==> config.mk <==
export PLATFORM = sky130hd
export DESIGN_NAME = positional_ordered_list_core_flat
export DESIGN_NICKNAME = d
export VERILOG_FILES = /design/src/rtl/pol_pkg.sv /design/src/rtl/pol_req_if.sv /design/src/rtl/pol_rsp_if.sv /design/src/rtl/pol_ctrl.sv /design/src/rtl/pol_dp.sv /design/src/rtl/positional_ordered_list_core.sv /design/src/flat_wrapper.sv
export SDC_FILE = /design/constraint.sdc
export NUM_CORES = 1
export LEC_CHECK = 0
export ABC_AREA = 1
export BUFFER_PORTS_ARGS = -buffer_cell sky130_fd_sc_hd__buf_2
export CORE_ASPECT_RATIO = 1.2
export CORE_MARGIN = 2
export CORE_UTILIZATION = 30
export CTS_BUF_LIST = sky130_fd_sc_hd__clkbuf_4
export DETAILED_ROUTE_END_ITERATION = 16
export GPL_ROUTABILITY_DRIVEN = 0
export PLACE_DENSITY_LB_ADDON = 0.25
export SYNTH_ARGS = -nofsm -noshare
export SYNTH_HDL_FRONTEND = slang
export SYNTH_HIERARCHICAL = 1
export SYNTH_SLANG_ARGS = --single-unit
==> constraint.sdc <==
create_clock -name i_clk -period 8.12 [get_ports i_clk]
set_clock_uncertainty 0.2 [all_clocks]
set_input_delay 0.406 -clock i_clk [delete_from_list [all_inputs] [get_ports i_clk]]
set_output_delay 0.406 -clock i_clk [all_outputs]
set_load 0.01 [all_outputs]
==> src/rtl/pol_pkg.sv <==
// Package for the positional ordered list: sizes, op and status codes,
// and the command/status bundles between controller and datapath.
// No dependencies.
`default_nettype none

package pol_pkg;

    // List storage
    localparam int CAPACITY = 16;
    localparam int CNT_W    = $clog2(CAPACITY + 1);
    localparam int IDX_W    = $clog2(CAPACITY);

    // Field widths
    localparam int OP_W    = 3;
    localparam int POS_W   = 5;
    localparam int DATA_W  = 32;
    localparam int STAT_W  = 3;
    localparam int OCNT_W  = 5;

    // Width that holds both a position and count + 1 without wrapping
    localparam int CMP_W = ((CNT_W > POS_W) ? CNT_W : POS_W) + 1;

    // Request ops
    localparam logic [OP_W-1:0] OP_INS_FRONT = 3'd0;
    localparam logic [OP_W-1:0] OP_INS_POS   = 3'd1;
    localparam logic [OP_W-1:0] OP_DEL_FRONT = 3'd2;
    localparam logic [OP_W-1:0] OP_DEL_POS   = 3'd3;
    localparam logic [OP_W-1:0] OP_DEL_LAST  = 3'd4;
    localparam logic [OP_W-1:0] OP_READ_ALL  = 3'd5;

    // Result status codes
    localparam logic [STAT_W-1:0] ST_DONE   = 3'd0;
    localparam logic [STAT_W-1:0] ST_FULL   = 3'd1;
    localparam logic [STAT_W-1:0] ST_EMPTY  = 3'd2;
    localparam logic [STAT_W-1:0] ST_BADPOS = 3'd3;
    localparam logic [STAT_W-1:0] ST_DATA   = 3'd4;

    // Controller to datapath
    typedef struct packed {
        logic latch;   // capture the request beat
        logic exec;    // carry out the request, load first result
        logic emit;    // load the next entry of a read-all run
    } t_cmd;

    // Datapath to controller
    typedef struct packed {
        logic slot_free;  // output register can take a result this cycle
        logic run_more;   // read-all with more than one entry
        logic run_last;   // next run entry is the final one
    } t_stat;

endpackage

`default_nettype wire

==> src/rtl/pol_req_if.sv <==
// Request channel: valid/ready handshake with op, position and value.
// Depends on pol_pkg.
`default_nettype none

interface pol_req_if;
    logic                               valid;
    logic                               ready;
    logic        [pol_pkg::OP_W-1:0]    op;
    logic        [pol_pkg::POS_W-1:0]   position;
    logic signed [pol_pkg::DATA_W-1:0]  value;

    modport source (output valid, output op, output position, output value, input ready);
    modport sink   (input valid, input op, input position, input value, output ready);
endinterface

`default_nettype wire

==> src/rtl/pol_rsp_if.sv <==
// Result channel: valid/ready handshake with entry data, status, count, last.
// Depends on pol_pkg.
`default_nettype none

interface pol_rsp_if;
    logic                               valid;
    logic                               ready;
    logic signed [pol_pkg::DATA_W-1:0]  value_out;
    logic        [pol_pkg::STAT_W-1:0]  status;
    logic        [pol_pkg::OCNT_W-1:0]  count_out;
    logic                               last;

    modport source (output valid, output value_out, output status, output count_out,
                    output last, input ready);
    modport sink   (input valid, input value_out, input status, input count_out,
                    input last, output ready);
endinterface

`default_nettype wire

==> src/rtl/pol_ctrl.sv <==
// Controller for the positional ordered list: request sequencing and
// read-all run stepping. Depends on pol_pkg.
`default_nettype none

module pol_ctrl (
    input  wire logic           i_clk,
    input  wire logic           i_rst_n,
    input  wire logic           i_req_valid,
    output logic                o_req_ready,
    input  wire pol_pkg::t_stat i_stat,
    output pol_pkg::t_cmd       o_cmd
);

    typedef enum logic [1:0] {
        S_IDLE,
        S_EXEC,
        S_RUN
    } t_state;

    t_state r_state;
    t_state n_state;

    // Next state and commands
    always_comb begin
        n_state     = r_state;
        o_cmd       = '0;
        o_req_ready = 1'b0;
        case (r_state)
            S_IDLE: begin
                o_req_ready = 1'b1;
                if (i_req_valid) begin
                    o_cmd.latch = 1'b1;
                    n_state     = S_EXEC;
                end
            end
            S_EXEC: begin
                if (i_stat.slot_free) begin
                    o_cmd.exec = 1'b1;
                    n_state    = i_stat.run_more ? S_RUN : S_IDLE;
                end
            end
            S_RUN: begin
                if (i_stat.slot_free) begin
                    o_cmd.emit = 1'b1;
                    if (i_stat.run_last) n_state = S_IDLE;
                end
            end
            default: n_state = S_IDLE;
        endcase
    end

    // State register
    always_ff @(posedge i_clk) begin
        if (!i_rst_n) begin
            r_state <= S_IDLE;
        end else begin
            r_state <= n_state;
        end
    end

endmodule

`default_nettype wire

==> src/rtl/pol_dp.sv <==
// Datapath for the positional ordered list: request latch, shifting entry
// array, entry count, read index and result register. Depends on pol_pkg.
`default_nettype none

module pol_dp (
    input  wire logic                               i_clk,
    input  wire logic                               i_rst_n,
    input  wire pol_pkg::t_cmd                      i_cmd,
    output pol_pkg::t_stat                          o_stat,
    input  wire logic        [pol_pkg::OP_W-1:0]    i_op,
    input  wire logic        [pol_pkg::POS_W-1:0]   i_pos,
    input  wire logic signed [pol_pkg::DATA_W-1:0]  i_val,
    input  wire logic                               i_out_ready,
    output logic                                    o_out_valid,
    output logic signed [pol_pkg::DATA_W-1:0]       o_value,
    output logic        [pol_pkg::STAT_W-1:0]       o_status,
    output logic        [pol_pkg::OCNT_W-1:0]       o_count,
    output logic                                    o_last
);

    localparam int CAP   = pol_pkg::CAPACITY;
    localparam int IDX_W = pol_pkg::IDX_W;
    localparam int CNT_W = pol_pkg::CNT_W;
    localparam int CMP_W = pol_pkg::CMP_W;
    localparam int DW    = pol_pkg::DATA_W;

    // Latched request
    logic [pol_pkg::OP_W-1:0]  r_op;
    logic [pol_pkg::POS_W-1:0] r_pos;
    logic [DW-1:0]             r_val;

    // List state
    logic [DW-1:0]    r_ent [CAP];
    logic [DW-1:0]    n_ent [CAP];
    logic [CNT_W-1:0] r_cnt;
    logic [CNT_W-1:0] n_cnt;
    logic [IDX_W-1:0] r_idx;

    // Result register
    logic                     r_o_valid;
    logic [DW-1:0]            r_o_value;
    logic [pol_pkg::STAT_W-1:0] r_o_status;
    logic [pol_pkg::OCNT_W-1:0] r_o_count;
    logic                     r_o_last;

    logic [CMP_W-1:0] cnt_x;
    logic [CMP_W-1:0] pos_x;
    logic [CMP_W-1:0] kpos_x;
    logic [CMP_W-1:0] cnt_after_x;
    logic [CMP_W-1:0] rd_idx_x;
    logic [CMP_W-1:0] idx_x;
    logic [IDX_W-1:0] k;
    logic [IDX_W-1:0] rd_idx;
    logic             is_read;
    logic             empty;
    logic             full;
    logic             do_ins;
    logic             do_del;
    logic             do_drop;
    logic             rd_entry;
    logic             slot_free;
    logic [pol_pkg::STAT_W-1:0] st;

    assign cnt_x  = CMP_W'(r_cnt);
    assign pos_x  = CMP_W'(r_pos);
    assign kpos_x = pos_x - CMP_W'(1);
    assign empty  = (r_cnt == '0);
    assign full   = (cnt_x >= CMP_W'(CAP));
    assign is_read = (r_op == pol_pkg::OP_READ_ALL);

    // Decode the request against the current count
    always_comb begin
        st      = pol_pkg::ST_DONE;
        do_ins  = 1'b0;
        do_del  = 1'b0;
        do_drop = 1'b0;
        k       = '0;
        case (r_op)
            pol_pkg::OP_INS_FRONT: begin
                if (full) st = pol_pkg::ST_FULL;
                else do_ins = 1'b1;
            end
            pol_pkg::OP_INS_POS: begin
                k = kpos_x[IDX_W-1:0];
                if (full) st = pol_pkg::ST_FULL;
                else if (pos_x == '0 || pos_x > cnt_x + CMP_W'(1)) st = pol_pkg::ST_BADPOS;
                else do_ins = 1'b1;
            end
            pol_pkg::OP_DEL_FRONT: begin
                if (empty) st = pol_pkg::ST_EMPTY;
                else do_del = 1'b1;
            end
            pol_pkg::OP_DEL_POS: begin
                k = kpos_x[IDX_W-1:0];
                if (empty) st = pol_pkg::ST_EMPTY;
                else if (pos_x == '0 || pos_x > cnt_x) st = pol_pkg::ST_BADPOS;
                else do_del = 1'b1;
            end
            pol_pkg::OP_DEL_LAST: begin
                if (empty) st = pol_pkg::ST_EMPTY;
                else do_drop = 1'b1;
            end
            pol_pkg::OP_READ_ALL: begin
                if (empty) st = pol_pkg::ST_EMPTY;
            end
            default: st = pol_pkg::ST_DONE;
        endcase
    end

    // Next count
    always_comb begin
        n_cnt = r_cnt;
        if (i_cmd.exec) begin
            if (do_ins) n_cnt = r_cnt + CNT_W'(1);
            else if (do_del || do_drop) n_cnt = r_cnt - CNT_W'(1);
        end
    end

    // Per-entry shift: insert moves up from k, delete moves down onto k
    for (genvar g = 0; g < CAP; g++) begin : g_ent
        logic [DW-1:0] w_up;
        logic [DW-1:0] w_dn;
        if (g == 0) begin : g_first
            assign w_up = r_val;
        end else begin : g_rest
            assign w_up = r_ent[g-1];
        end
        if (g == CAP - 1) begin : g_top
            assign w_dn = r_ent[g];
        end else begin : g_below
            assign w_dn = r_ent[g+1];
        end
        always_comb begin
            n_ent[g] = r_ent[g];
            if (i_cmd.exec && do_ins) begin
                if (IDX_W'(g) == k) n_ent[g] = r_val;
                else if (IDX_W'(g) > k) n_ent[g] = w_up;
            end else if (i_cmd.exec && do_del && IDX_W'(g) >= k) begin
                n_ent[g] = w_dn;
            end
        end
    end

    // Read-all source: entry 0 on execute, then the run index
    assign rd_entry    = i_cmd.emit || (i_cmd.exec && is_read && !empty);
    assign rd_idx      = i_cmd.exec ? '0 : r_idx;
    assign rd_idx_x    = CMP_W'(rd_idx);
    assign idx_x       = CMP_W'(r_idx);
    assign cnt_after_x = CMP_W'(n_cnt);
    assign slot_free   = !r_o_valid || i_out_ready;

    assign o_stat.slot_free = slot_free;
    assign o_stat.run_more  = is_read && (cnt_x > CMP_W'(1));
    assign o_stat.run_last  = (idx_x == cnt_x - CMP_W'(1));

    // Request latch and entry array (payload, no reset)
    always_ff @(posedge i_clk) begin
        if (i_cmd.latch) begin
            r_op  <= i_op;
            r_pos <= i_pos;
            r_val <= i_val;
        end
        r_ent <= n_ent;
    end

    // Count and run index
    always_ff @(posedge i_clk) begin
        if (!i_rst_n) begin
            r_cnt <= '0;
            r_idx <= '0;
        end else begin
            r_cnt <= n_cnt;
            if (rd_entry) r_idx <= rd_idx + IDX_W'(1);
        end
    end

    // Result register valid
    always_ff @(posedge i_clk) begin
        if (!i_rst_n) begin
            r_o_valid <= 1'b0;
        end else if (i_cmd.exec || i_cmd.emit) begin
            r_o_valid <= 1'b1;
        end else if (i_out_ready) begin
            r_o_valid <= 1'b0;
        end
    end

    // Result register payload
    always_ff @(posedge i_clk) begin
        if (rd_entry) begin
            r_o_value  <= r_ent[rd_idx];
            r_o_status <= pol_pkg::ST_DATA;
            r_o_count  <= cnt_x[pol_pkg::OCNT_W-1:0];
            r_o_last   <= (rd_idx_x == cnt_x - CMP_W'(1));
        end else if (i_cmd.exec) begin
            r_o_value  <= '0;
            r_o_status <= st;
            r_o_count  <= cnt_after_x[pol_pkg::OCNT_W-1:0];
            r_o_last   <= 1'b1;
        end
    end

    assign o_out_valid = r_o_valid;
    assign o_value     = r_o_value;
    assign o_status    = r_o_status;
    assign o_count     = r_o_count;
    assign o_last      = r_o_last;

    // Checks
    a_cnt_bound: assert property (@(posedge i_clk) disable iff (!i_rst_n)
        cnt_x <= CMP_W'(CAP))
        else $error("entry count beyond capacity");

    a_emit_nonempty: assert property (@(posedge i_clk) disable iff (!i_rst_n)
        i_cmd.emit |-> !empty)
        else $error("run step on an empty list");

    a_one_load: assert property (@(posedge i_clk) disable iff (!i_rst_n)
        !(i_cmd.exec && i_cmd.emit))
        else $error("execute and run step together");

    a_load_free: assert property (@(posedge i_clk) disable iff (!i_rst_n)
        (i_cmd.exec || i_cmd.emit) |-> slot_free)
        else $error("result loaded over an untaken beat");

endmodule

`default_nettype wire

==> src/rtl/positional_ordered_list_core.sv <==
// Positional ordered list: a bounded list of signed 32-bit words held in a
// shifting register array (pol_pkg::CAPACITY entries). Each request beat inserts at the
// front or a 1-based position, deletes the front, a position or the last
// entry, or reads all entries out. Every request yields one result beat with
// a status and last = 1, except a read of a non-empty list, which yields one
// data beat per entry with last on the final one. A request is latched, then
// executed, with a shift of the whole array, once the result register is
// free; a read-all moves one entry per cycle through the single result
// register while the result side does not stall. A new request beat
// is taken once the previous request has loaded its last result, even while
// that result still waits to be taken. No clearing pass after reset.
// Depends on pol_pkg, pol_req_if, pol_rsp_if, pol_ctrl, pol_dp.
`default_nettype none

module positional_ordered_list_core (
    input  wire logic  i_clk,
    input  wire logic  i_rst_n,
    pol_req_if.sink    i_req,
    pol_rsp_if.source  o_rsp
);

    pol_pkg::t_cmd  cmd;
    pol_pkg::t_stat stat;

    // Sequencer
    pol_ctrl u_ctrl (
        .i_clk       (i_clk),
        .i_rst_n     (i_rst_n),
        .i_req_valid (i_req.valid),
        .o_req_ready (i_req.ready),
        .i_stat      (stat),
        .o_cmd       (cmd)
    );

    // List storage and result register
    pol_dp u_dp (
        .i_clk       (i_clk),
        .i_rst_n     (i_rst_n),
        .i_cmd       (cmd),
        .o_stat      (stat),
        .i_op        (i_req.op),
        .i_pos       (i_req.position),
        .i_val       (i_req.value),
        .i_out_ready (o_rsp.ready),
        .o_out_valid (o_rsp.valid),
        .o_value     (o_rsp.value_out),
        .o_status    (o_rsp.status),
        .o_count     (o_rsp.count_out),
        .o_last      (o_rsp.last)
    );

endmodule

`default_nettype wire

==> src/flat_wrapper.sv <==
// flat-port wrapper written by rule: the top's interface ports become plain ports
module positional_ordered_list_core_flat 
  (i_clk, i_rst_n, i_req_valid, i_req_op, i_req_position, i_req_value, i_req_ready, o_rsp_valid, o_rsp_value_out, o_rsp_status, o_rsp_count_out, o_rsp_last, o_rsp_ready);
  pol_req_if i_req_i ();
  pol_rsp_if o_rsp_i ();
  input  wire logic i_clk;
  input  wire logic i_rst_n;
  input wire logic [$bits(i_req_i.valid)-1:0] i_req_valid;
  input wire logic [$bits(i_req_i.op)-1:0] i_req_op;
  input wire logic [$bits(i_req_i.position)-1:0] i_req_position;
  input wire logic [$bits(i_req_i.value)-1:0] i_req_value;
  output wire logic [$bits(i_req_i.ready)-1:0] i_req_ready;
  output wire logic [$bits(o_rsp_i.valid)-1:0] o_rsp_valid;
  output wire logic [$bits(o_rsp_i.value_out)-1:0] o_rsp_value_out;
  output wire logic [$bits(o_rsp_i.status)-1:0] o_rsp_status;
  output wire logic [$bits(o_rsp_i.count_out)-1:0] o_rsp_count_out;
  output wire logic [$bits(o_rsp_i.last)-1:0] o_rsp_last;
  input wire logic [$bits(o_rsp_i.ready)-1:0] o_rsp_ready;
  assign i_req_i.valid = i_req_valid;
  assign i_req_i.op = i_req_op;
  assign i_req_i.position = i_req_position;
  assign i_req_i.value = i_req_value;
  assign i_req_ready = i_req_i.ready;
  assign o_rsp_valid = o_rsp_i.valid;
  assign o_rsp_value_out = o_rsp_i.value_out;
  assign o_rsp_status = o_rsp_i.status;
  assign o_rsp_count_out = o_rsp_i.count_out;
  assign o_rsp_last = o_rsp_i.last;
  assign o_rsp_i.ready = o_rsp_ready;
  positional_ordered_list_core u_core (.i_clk(i_clk), .i_rst_n(i_rst_n), .i_req(i_req_i), .o_rsp(o_rsp_i));
endmodule
# --- Yosys cells after proc, flatten, opt, wreduce, memory -nomap -nowiden ---
# Cells that the tools add are included.
# Widths: inputs -> output; s select.
word_totals:
  regBits: 605
  input_bits: 44
  out_inout_bits: 43
  word_cells: 289
classes:
  addsub: 6
  n_lt_le_gt_ge: 36
  n_eq_ne: 43
  muxes: 106
  bitwise: 1
  n_reduce_logical: 70
op_table:
  columns: ["operator", "count"]
  rows:
  - ["$mux 32", 66]
  - ["$bmux 32 s4", 1]
  - ["$reduce_bool 2->1", 18]
  - ["$eq 4x4->1 const A", 8]
  - ["$gt 4x4->1 const A", 8]
  - ["$reduce_and 2->1", 16]
  - ["$ge 4x4->1 const A", 7]
  - ["$ne 3x1->1 const B", 9]
  - ["$mux 5", 5]
  - ["$logic_and 1x1->1", 20]
  - ["$mux 2", 10]
  - ["$mux 1", 18]
  - ["$ne 3x3->1 const B", 6]
  - ["$eq 3x4->1 const A", 4]
  - ["$ge 3x4->1 const A", 4]
  - ["$gt 3x4->1 const A", 4]
  - ["$eq 4x6->1", 2]
  - ["$pmux 3 s4", 1]
  - ["$ge 5x5->1 const B", 2]
  - ["$eq 2x4->1 const A", 2]
  - ["$ge 1x4->1 const A", 2]
  - ["$ge 2x4->1 const A", 2]
  - ["$gt 1x4->1 const A", 2]
  - ["$gt 2x4->1 const A", 2]
  - ["other kinds (31)", 43]

# --- Longest topological paths before layout ---
# Gate-level depths: netlist of the first run.
depth:
  depth_word: 11
  depth_mapped: 22
  ltp_nobuf: 20

# --- Hierarchy ---
# The synthesis of the first run kept the hierarchy.
modules_own_cells:
  columns: ["module", "n_inst", "cells_per_inst", "area_each_um2", "seq_area_each_um2"]
  rows:
  - ["pol_dp", 1, 4053, 34439.3, 17977.2]
  - ["pol_ctrl", 1, 27, 147.6, 40.0]

# --- Worst setup path before layout of the first run ---
# No wires, ideal clock.
synth_path:
  kind: "reg2reg"
  start: "register u_core.u_dp.r_cnt[0]"
  end: "register u_core.u_dp.r_ent (netlist bit u_core/u_dp/g_ent[1].w_dn[0]), enable pin"
  setup_ps: 421
  arrival_time_ps: 5138
  required_time_ps: 7499
  slack_ps: 2361
  stages_incl_launch_ff: 21
  path_buffers: 1
  period_less_slack_ps: 5759
  path_cell_list: "dfxtp_1 > clkinv_1 > ha_1 > inv_1 > ha_1 > nand2_1 > nand2_1 > nand2_1 > nand2_1 > nand2_1 > nand2_1 > nand2_1 > nand2_2 > nand2_4 > nand3_4 > buf_6 > nand2_1 > nand2_1 > nor2_1 > inv_2 > nor2_1"
synth_between:
  elab_chain_len: 9
  elab_cells_between_ends: 21
  cone_classes: "add/sub (1); order compare (3); eq/ne (1); mux (8); reduce/logical (8)"
synth_lines:
  columns: ["item", "line_no", "rtl"]
  rows:
  - ["start: declaration", "pol_dp.sv:35", "logic [CNT_W-1:0] r_cnt;"]
  - ["start signal: assignment", "pol_dp.sv:172", "r_cnt <= n_cnt;"]
  - ["$add 5x1->6 / $gt 5x5->1 (equally long branches)", "pol_dp.sv:86, pol_dp.sv:96", null]
  - ["$gt 5x6->1 / $logic_or 1x1->1 (equally long branches)", "pol_dp.sv:86, pol_dp.sv:96", null]
  - ["$logic_or 1x1->1 / $mux 1 (equally long branches)", "pol_dp.sv:86, pol_dp.sv:96", null]
  - ["$mux 1, on equally long branches", "pol_dp.sv:86, pol_dp.sv:95", null]
  - ["$mux 1 / $pmux 1 s2 (equally long branches)", "pol_dp.sv:85, pol_dp.sv:78", null]
  - ["$pmux 1 s2 / $logic_and 1x1->1 (equally long branches)", null, null]
  - ["$logic_and 1x1->1, on equally long branches", "pol_dp.sv:135, pol_dp.sv:138", null]
  - ["$ne 3x3->1 (no line) / $reduce_bool 2->1 (equally long branches)", null, null]
  - ["$reduce_and 2->1 (no line) *", null, null]
  - ["end signal: assignment", "pol_dp.sv:163", "r_ent <= n_ent;"]
  - ["end: declaration", "pol_dp.sv:33", "logic [DW-1:0] r_ent [CAP];"]
# Mark *: on every way between the ends. The rest lies on a longest branch, timed or not.
# A chain may end at the register's enable or synchronous reset.

# --- Worst setup path after layout of the first run ---
layout_path:
  start: "register u_core.u_dp.r_cnt[0]"
  end: "register u_core.u_dp.r_ent (netlist bit u_core/u_dp/g_ent[3].w_dn[5]), enable pin"
# Same word-level chain as after synthesis.

==> results of run 1 <==
-- power by group --
part,internal (mW),leakage (nW),switching (mW)
Sequential,3.51,5.48,0.0806
Clock,1.52,1.29,1.40
Combinational,0.249,8.02,0.707
-- layout by cell type (no fill, tap or decap), drive strengths merged, types with 3 or more instances in the layout --
cell,count
o211ai,231
nor3,3
a21oi,277
clkbuf,257
inv,450
a31oi,34
nor2,74
ha,16
buf,140
clkinv,31
o21ai,1062
diode,4
bufinv,3
dlygate4sd3,86
edfxtp,590
dfxtp,15
nand3,118
nand4,5
xor2,11
nand2,842
-- kinds of logic (layout without fill, tap and decap cells) --
| group | after synthesis | after routing | synth area share |
|---|---|---|---|
| buf+inv | 796 | 968 | 0.0991 |
| flops | 605 | 605 | 0.521 |
| other cells | 0 | 4 | 0 |
| simple gates | 1044 | 1044 | 0.120 |
| compound gates | 1607 | 1607 | 0.251 |
| fa+ha+maj | 16 | 16 | 0.00579 |
| xor+xnor | 12 | 12 | 0.00326 |
-- per-layer routing --
metal / vias to the layer above / track usage / share of wire
li1: 14400 / - / -
met1: 14800 / 0.276 / 0.43
met2: 1200 / 0.341 / 0.47
met3: 247 / 0.0340 / 0.071
met4: 0 / 0.0780 / 0.032
met5: - / 0 / 0
-- worst min-delay path, cell delays in order --
cell and delay, ns:
dlygate4sd3_1 0.54, buf_2 0.13, inv_1 0.04, nand2_1 0.05, nand2_1 0.05, inv_1 0.06, a21oi_1 0.06, nor2_1 0.09
-- area by class of cell --
type	instances	area (µm²)
Multi-Input combinational cell	2679	13400
Fill cell	12100	75600
Timing Repair Buffer	226	1720
Sequential cell	605	18000
Clock buffer	257	1930
Tap cell	1518	1900
Clock inverter	35	218
Inverter	450	1730
Antenna cell	4	10.0
-- Yosys cell counts, drive strengths merged --
cell,count
nand4,5
and2,1
xor2,11
a31oi,34
nor3,3
edfxtp,590
dfxtp,15
a21boi,1
o211ai,231
nand3,118
buf,170
nor4,1
a21oi,277
o41ai,1
xnor2,1
inv,447
o21ai,1062
o21a,1
ha,16
clkbuf,176
nand2,842
nor2,74
clkinv,3
-- worst paths after layout --
kind / to / from / slack [ns]
worst max-delay path: u_core/u_dp/g_ent[3].w_dn[5] / u_core/u_dp/r_cnt[0] / 2.66
worst min-delay path: u_core/u_ctrl/r_state[1] / i_req_valid / 0.16
worst max register to register: u_core/u_dp/g_ent[3].w_dn[5] / u_core/u_dp/r_cnt[0] / 2.66
worst min register to register: u_core/u_dp/o_status[2] / u_core/u_dp/o_status[2] / 0.26
-- through the flow --
| step | total power, mW | std cells | hold WS [ns] |
|---|---|---|---|
| 2_1_floorplan | 4.19 | 4080 | 0.276 |
| 4_1_cts | 7.57 | 5770 | 0.0817 |
| 6_report | 7.47 | 5774 | 0.163 |
| 5_1_grt | 7.82 | 5773 | 0.173 |
| 3_5_place_dp | 4.58 | 5392 | 0.255 |
| 3_3_place_gp | 4.58 | 5392 | 0.253 |
-- sequential cells by signal, summed over array words and instances, names as in the netlist, 2 cells and up --
register / cells
u_core/u_dp/r_cnt: 5
u_core/u_dp/g_ent.w_dn: 416
u_core/u_dp/r_pos: 5
u_core/u_dp/o_status: 3
u_core/u_dp/r_idx: 4
u_core/u_dp/r_op: 3
u_core/u_dp/o_value: 32
u_core/u_dp/g_ent.w_up: 128
u_core/u_ctrl/r_state: 2
u_core/u_dp/o_count: 5
-- repair_timing --
action | CTS | global route
hold buffers | 86 | 0
buffers inserted | 0 | 0
hold endpoints to repair | 67 | 0
==> impl_metrics.yaml, run 1 <==
critical_path:
  cp-end-kind: "register"
  path_cells: "clkinv_1, ha_1, inv_1, ha_1, nand2_1, nand2_1, nand2_1, nand2_1, nand2_1, nand2_1, nand2_1, nand2_2, nand2_4, nand3_4, nand2_1, nand2_1, nor2_4, buf_4, inv_2, o21ai_4, buf_4"
  rr_worst_depth: 21
  cp_num_buf_inv: 5
  crit_top_cell: "nand2_1"
  worstPathArrival_ns: 5.95
  critPathSlowestCell: "buf_4"
  path_class: "reg2reg"
  path_max_fanout: 33
  worst_ep_required_time_ns: 8.62
  cp.depth: 21
  path_delay_family: "buffers and inverters"
  cp_slowest_stage_delay_ns: 0.66
  cp-start-kind: "register"
drt:
  wl_per_cell_um: 21.7
  antenna_left: 0
  vias: 30600
  routed_wl_um: 125000
  first_pass_iters: 7
  drtIter0Drc: 3100
  drc: 0
  vias_per_cell: 5.30
yosys:
  synth-seq-cells: 605
  yosysTopAreaCellShare: 0.512
  synth_area_leaders: "edfxtp_1 51%, o21ai_0 12%, nand2_1 9.1%"
  ys_seq_area_frac: 0.521
  syn_avg_cell_area_um2: 8.48
  synth.distinct_cells: 39
  syn_inst: 4080
  yosysWarnings: 6
  synth_fp_nets: 4140
  synth_area_um2: 34600
  synth_top_area_cell: "edfxtp_1"
global_routing:
  grt-ovfl-total: 0
  grt_max_degree: 355
  antenna_found_initial: 3
  grt_pass1_wl_um: 185000
  grt_usage: 0.208
  grt_pass1_vias: 28700
worst_hold_path:
  hold_path_depth: 8
  hold_class: "in2reg"
sta:
  fin_crit_sh: 0.672
  finalSetupViolations: 0
  slew_headroom: 0.125
  hold_viol_final: 0
  layout_setup_ws_ns: 2.66
  rsz0062_at_grt: "false"
  maxSlewViolCount: 0
  worstMarginPinSlew_ns: 1.31
  period_needed_ns: 5.46
  fin_tns_setup_ns: 0
  clock.fmax_mhz: 183
finish:
  area_delta_synth_final_pct: 12.5
  postLayoutCellArea_um2: 38900
  nets: 4189
  layout-drive-gt1-share: 0.111
  fin_util: 0.340
placed_design:
  place_ws_ns: 2.79
  hpwlAfterDp_um: 66100
  numPortBuffers: 86
  place_area_um2: 35900
clock_network:
  cts_resized: 0
  clkLatencyLatePin_ns: 1.15
  clkTransAtPathRegs_ns: 0.08
  cts_root_buf: "clkbuf_4"
  clock-sinks: 605
  ctsLongestPathBuffers: 3
  tritoncts: "yes"
  cts_buffers: 167
  ctsHtreeMaxLevel: 4
run_status:
  status: "finished clean"
floorplanning:
  fp.dieArea_um2: 118000
  rows: 136
  dieHeight_um: 376
  die_w_um: 314
  coreArea_um2: 115000
  ios: 87
  start_util: 0.302
power_and_ir_drop:
  power_density_nw_per_um2: 192
  power.leakage_nw: 14.8
  ir_drop_v: 0.0000838
run:
  drv_cap: 0
(Power assumes the default switching activity.)
==> run 2: changes to the inputs <==
--- a/config.mk
+++ b/config.mk
@@ -5,7 +5,7 @@
 export SDC_FILE = /design/constraint.sdc
 export NUM_CORES = 1
 export LEC_CHECK = 0
-export ABC_AREA = 1
+export ABC_AREA = 0
 export BUFFER_PORTS_ARGS = -buffer_cell sky130_fd_sc_hd__buf_2
 export CORE_ASPECT_RATIO = 1.2
 export CORE_MARGIN = 2
==> constraint.sdc (replaced) <==
create_clock -name i_clk -period 5.2 [get_ports i_clk]
set_clock_uncertainty 0.2 [all_clocks]
set_input_delay 0.26 -clock i_clk [delete_from_list [all_inputs] [get_ports i_clk]]
set_output_delay 0.26 -clock i_clk [all_outputs]
set_load 0.01 [all_outputs]
==> run 2 against run 1 <==
  * Clock-buffer cell count is 3 lower
  * Area after synthesis increased by 2.2%
  * Die area is 2.2% higher
  * Maximum frequency up 16%
  * Non-clock buffer count is 74 higher
  * Final cell count down 14%
  * Sequential power grew 59%
==> impl_metrics.yaml, run 2 <==
run_status:
  status: "finished clean"
power_and_ir_drop:
  seqPwrFrac: 0.502
  p_sw_frac: 0.279
  p_int_mw: 8.20
  p_switching_mw: 3.18
  p_comb_frac: 0.110
  power_density_nw_per_um2: 281
  power.leakage_nw: 16.0
  power_mw: 11.4
  ir_drop_v: 0.000182
  clock_power_share: 0.388
finish:
  fin_util: 0.347
  postLayoutCellArea_um2: 40500
  stdcell_count: 4978
  nets: 3393
  largest_reg_flops: 416
  multi_input_area_um2: 15900
  final_common_cell: "a21oi_1"
  area_delta_synth_final_pct: 14.6
  layout-drive-gt1-share: 0.205
  n_fill_cell: 11900
  layout_common_cells: "1001 x a21oi_1, 590 x edfxtp_1, 514 x mux2i_1, 254 x clkbuf_4, 179 x mux2_2"
  seq_area_um2: 18000
critical_path:
  cp-start-kind: "register"
  path_cells: "ha_1, inv_1, nor3_1, xnor2_1, ha_1, nand3_1, o21bai_1, a31o_2, a21o_4, o21ai_2, buf_4, nor2_4, buf_4"
  cp-end-kind: "register"
  rrSetupSlack_ns: 0.52
  path_max_fanout: 23
  r2r_end: "u_core/u_dp/g_ent[6].w_dn[7]"
  cp.depth: 13
  cp_slowest_stage_delay_ns: 0.84
  path_delay_family: "compound AO/OA/AOI/OAI gates"
  worstPathArrival_ns: 5.27
  path_class: "reg2reg"
  rr_worst_depth: 13
  worst_ep_required_time_ns: 5.78
  critPathSlowestCell: "o21ai_2"
  worstReg2RegStart: "u_core/u_dp/r_cnt[1]"
  cp_num_buf_inv: 3
sta:
  clock.fmax_mhz: 213
  fin_crit_sh: 0.901
  layout_setup_ws_ns: 0.516
  worstMarginPinSlew_ns: 1.17
  finalSetupViolations: 0
  period_needed_ns: 4.68
  hold_viol_final: 0
  slew_headroom: 0.217
  maxSlewViolCount: 0
  rsz0062_at_grt: "false"
clock_network:
  cts_root_buf: "clkbuf_4"
  ctsHtreeMaxLevel: 4
  cts_buffers: 165
  post_cts_buffers: 0
  cts_hold_buf: 90
  clkLatencyLatePin_ns: 1.13
  clock-sinks: 605
  ctsLongestPathBuffers: 3
  tritoncts: "yes"
  clkTransAtPathRegs_ns: 0.07
  cts_resized: 0
yosys:
  synth_top_area_cell: "edfxtp_1"
  ys.flop_type: "edfxtp_1"
  yosysTopAreaCellShare: 0.501
  synth_area_um2: 35300
  synth_edf_count: 590
  yosys-top-cells-count: "1008 x a21oi_1, 590 x edfxtp_1, 514 x mux2i_1"
  synth_fp_nets: 3270
  synth.distinct_cells: 71
  synthArstFlopShare: 0
  yosysMostFrequentCell: "a21oi_1"
  yosysWarnings: 6
  syn_inst: 3210
  ys_seq_area_frac: 0.510
  syn_avg_cell_area_um2: 11.0
  synth_area_leaders: "edfxtp_1 50%, mux2i_1 15%, a21oi_1 14%"
  synth-seq-cells: 605
placed_design:
  hpwlAfterDp_um: 73800
  place_ws_ns: 0.572
  place_area_um2: 37500
  numPortBuffers: 86
  place_inst: 4605
worst_hold_path:
  hold_class: "in2reg"
  hold_path_depth: 3
  hold_path_startpoint: "i_req_valid"
  worstHoldEndpoint: "u_core/u_dp/g_ent[0].w_up[28]"
drt:
  first_pass_iters: 6
  antenna_left: 0
  drtIter0Drc: 2805
  drc: 0
  routed_wl_um: 131000
  vias: 28400
  vias_per_cell: 5.70
  wl_per_cell_um: 26.2
global_routing:
  grt_usage: 0.211
  antenna_found_initial: 2
  grt_pass1_wl_um: 190000
  grt-ovfl-total: 0
  grt_max_degree: 187
  grt_pass1_vias: 28200
run:
  drv_cap: 0
floorplanning:
  coreArea_um2: 117000
  dieHeight_um: 380
  die_w_um: 317
  fp.dieArea_um2: 121000
  start_util: 0.303
  ios: 87
  rows: 137
==> run 2: cell types whose count changed in the layout (fill, tap and decap cells not counted), sizes merged, moves of 192 or more <==
cell,change
mux2i,+514
o21ai,-922
o211ai,-229
a21oi,+733
nand2,-750
inv,-435
mux2,+192
==> run 2: logic make-up after synthesis <==
group	Yosys count	synth area share
AOI/OAI and AO/OA	1252	0.188
muxes	706	0.207
DFF	605	0.510
buffers and inverters	358	0.0495
and+or+nand+nor	257	0.0366
xor gates and xnor gates	16	0.00396
adders and majority gates	16	0.00566
==> run 2: area by class of cell <==
type,instances,area share
sequential,605,0.445
multi-input combinational,2247,0.393
timing repair buffer,300,0.0630
tap,1529,0.0472
clock buffer,254,0.0471
clock inverter,27,0.00355
inverter,14,0.00130
antenna,2,0.000124
==> run 2: power by group through the flow <==
stage	Combinational [mW]	Clock [mW]	Sequential, mW
5_1_grt	1.34	4.77	5.73
4_1_cts	1.24	4.56	5.71
3_5_place_dp	1.19	0	5.81
6_report	1.25	4.42	5.71
2_1_floorplan	0.819	0	5.73
3_3_place_gp	1.19	0	5.81
==> run 2: through the flow <==
step	TNS [ns]	hold slack, ns
2_1_floorplan	-0.841	0.159
6_report	0	0.169
3_5_place_dp	0	0.239
4_1_cts	0	0.0299
5_1_grt	0	0.132
3_3_place_gp	0	0.237
==> run 2: metal layers <==
layer  track usage  wire length [µm]  share of wire  up-vias
li1              -                 -              -    12700
met1         0.273             54400           0.42    14200
met2         0.345             63000           0.48     1176
met3        0.0329              7900          0.060      303
met4        0.0937              5290          0.040        0
met5             0                 0              0        -
==> run 2: worst min-delay path: stages <==
cell and delay, ns:
dlygate4sd3_1 0.55, buf_2 0.13, and2_2 0.31
==> run 2: worst max-delay path by stage <==
stage	from	to	slack [ns]
floorplan	u_core/u_dp/r_cnt[0]	u_core/u_dp/g_ent[4].w_dn[0]	-0.009
global placement	u_core/u_dp/r_cnt[1]	u_core/u_dp/g_ent[6].w_dn[13]	0.49
detailed placement	u_core/u_dp/r_cnt[1]	u_core/u_dp/g_ent[6].w_dn[17]	0.57
CTS	u_core/u_dp/r_cnt[1]	u_core/u_dp/g_ent[6].w_dn[7]	0.57
global route	u_core/u_dp/r_cnt[1]	u_core/u_dp/g_ent[6].w_dn[7]	0.31
finish	u_core/u_dp/r_cnt[1]	u_core/u_dp/g_ent[6].w_dn[7]	0.52
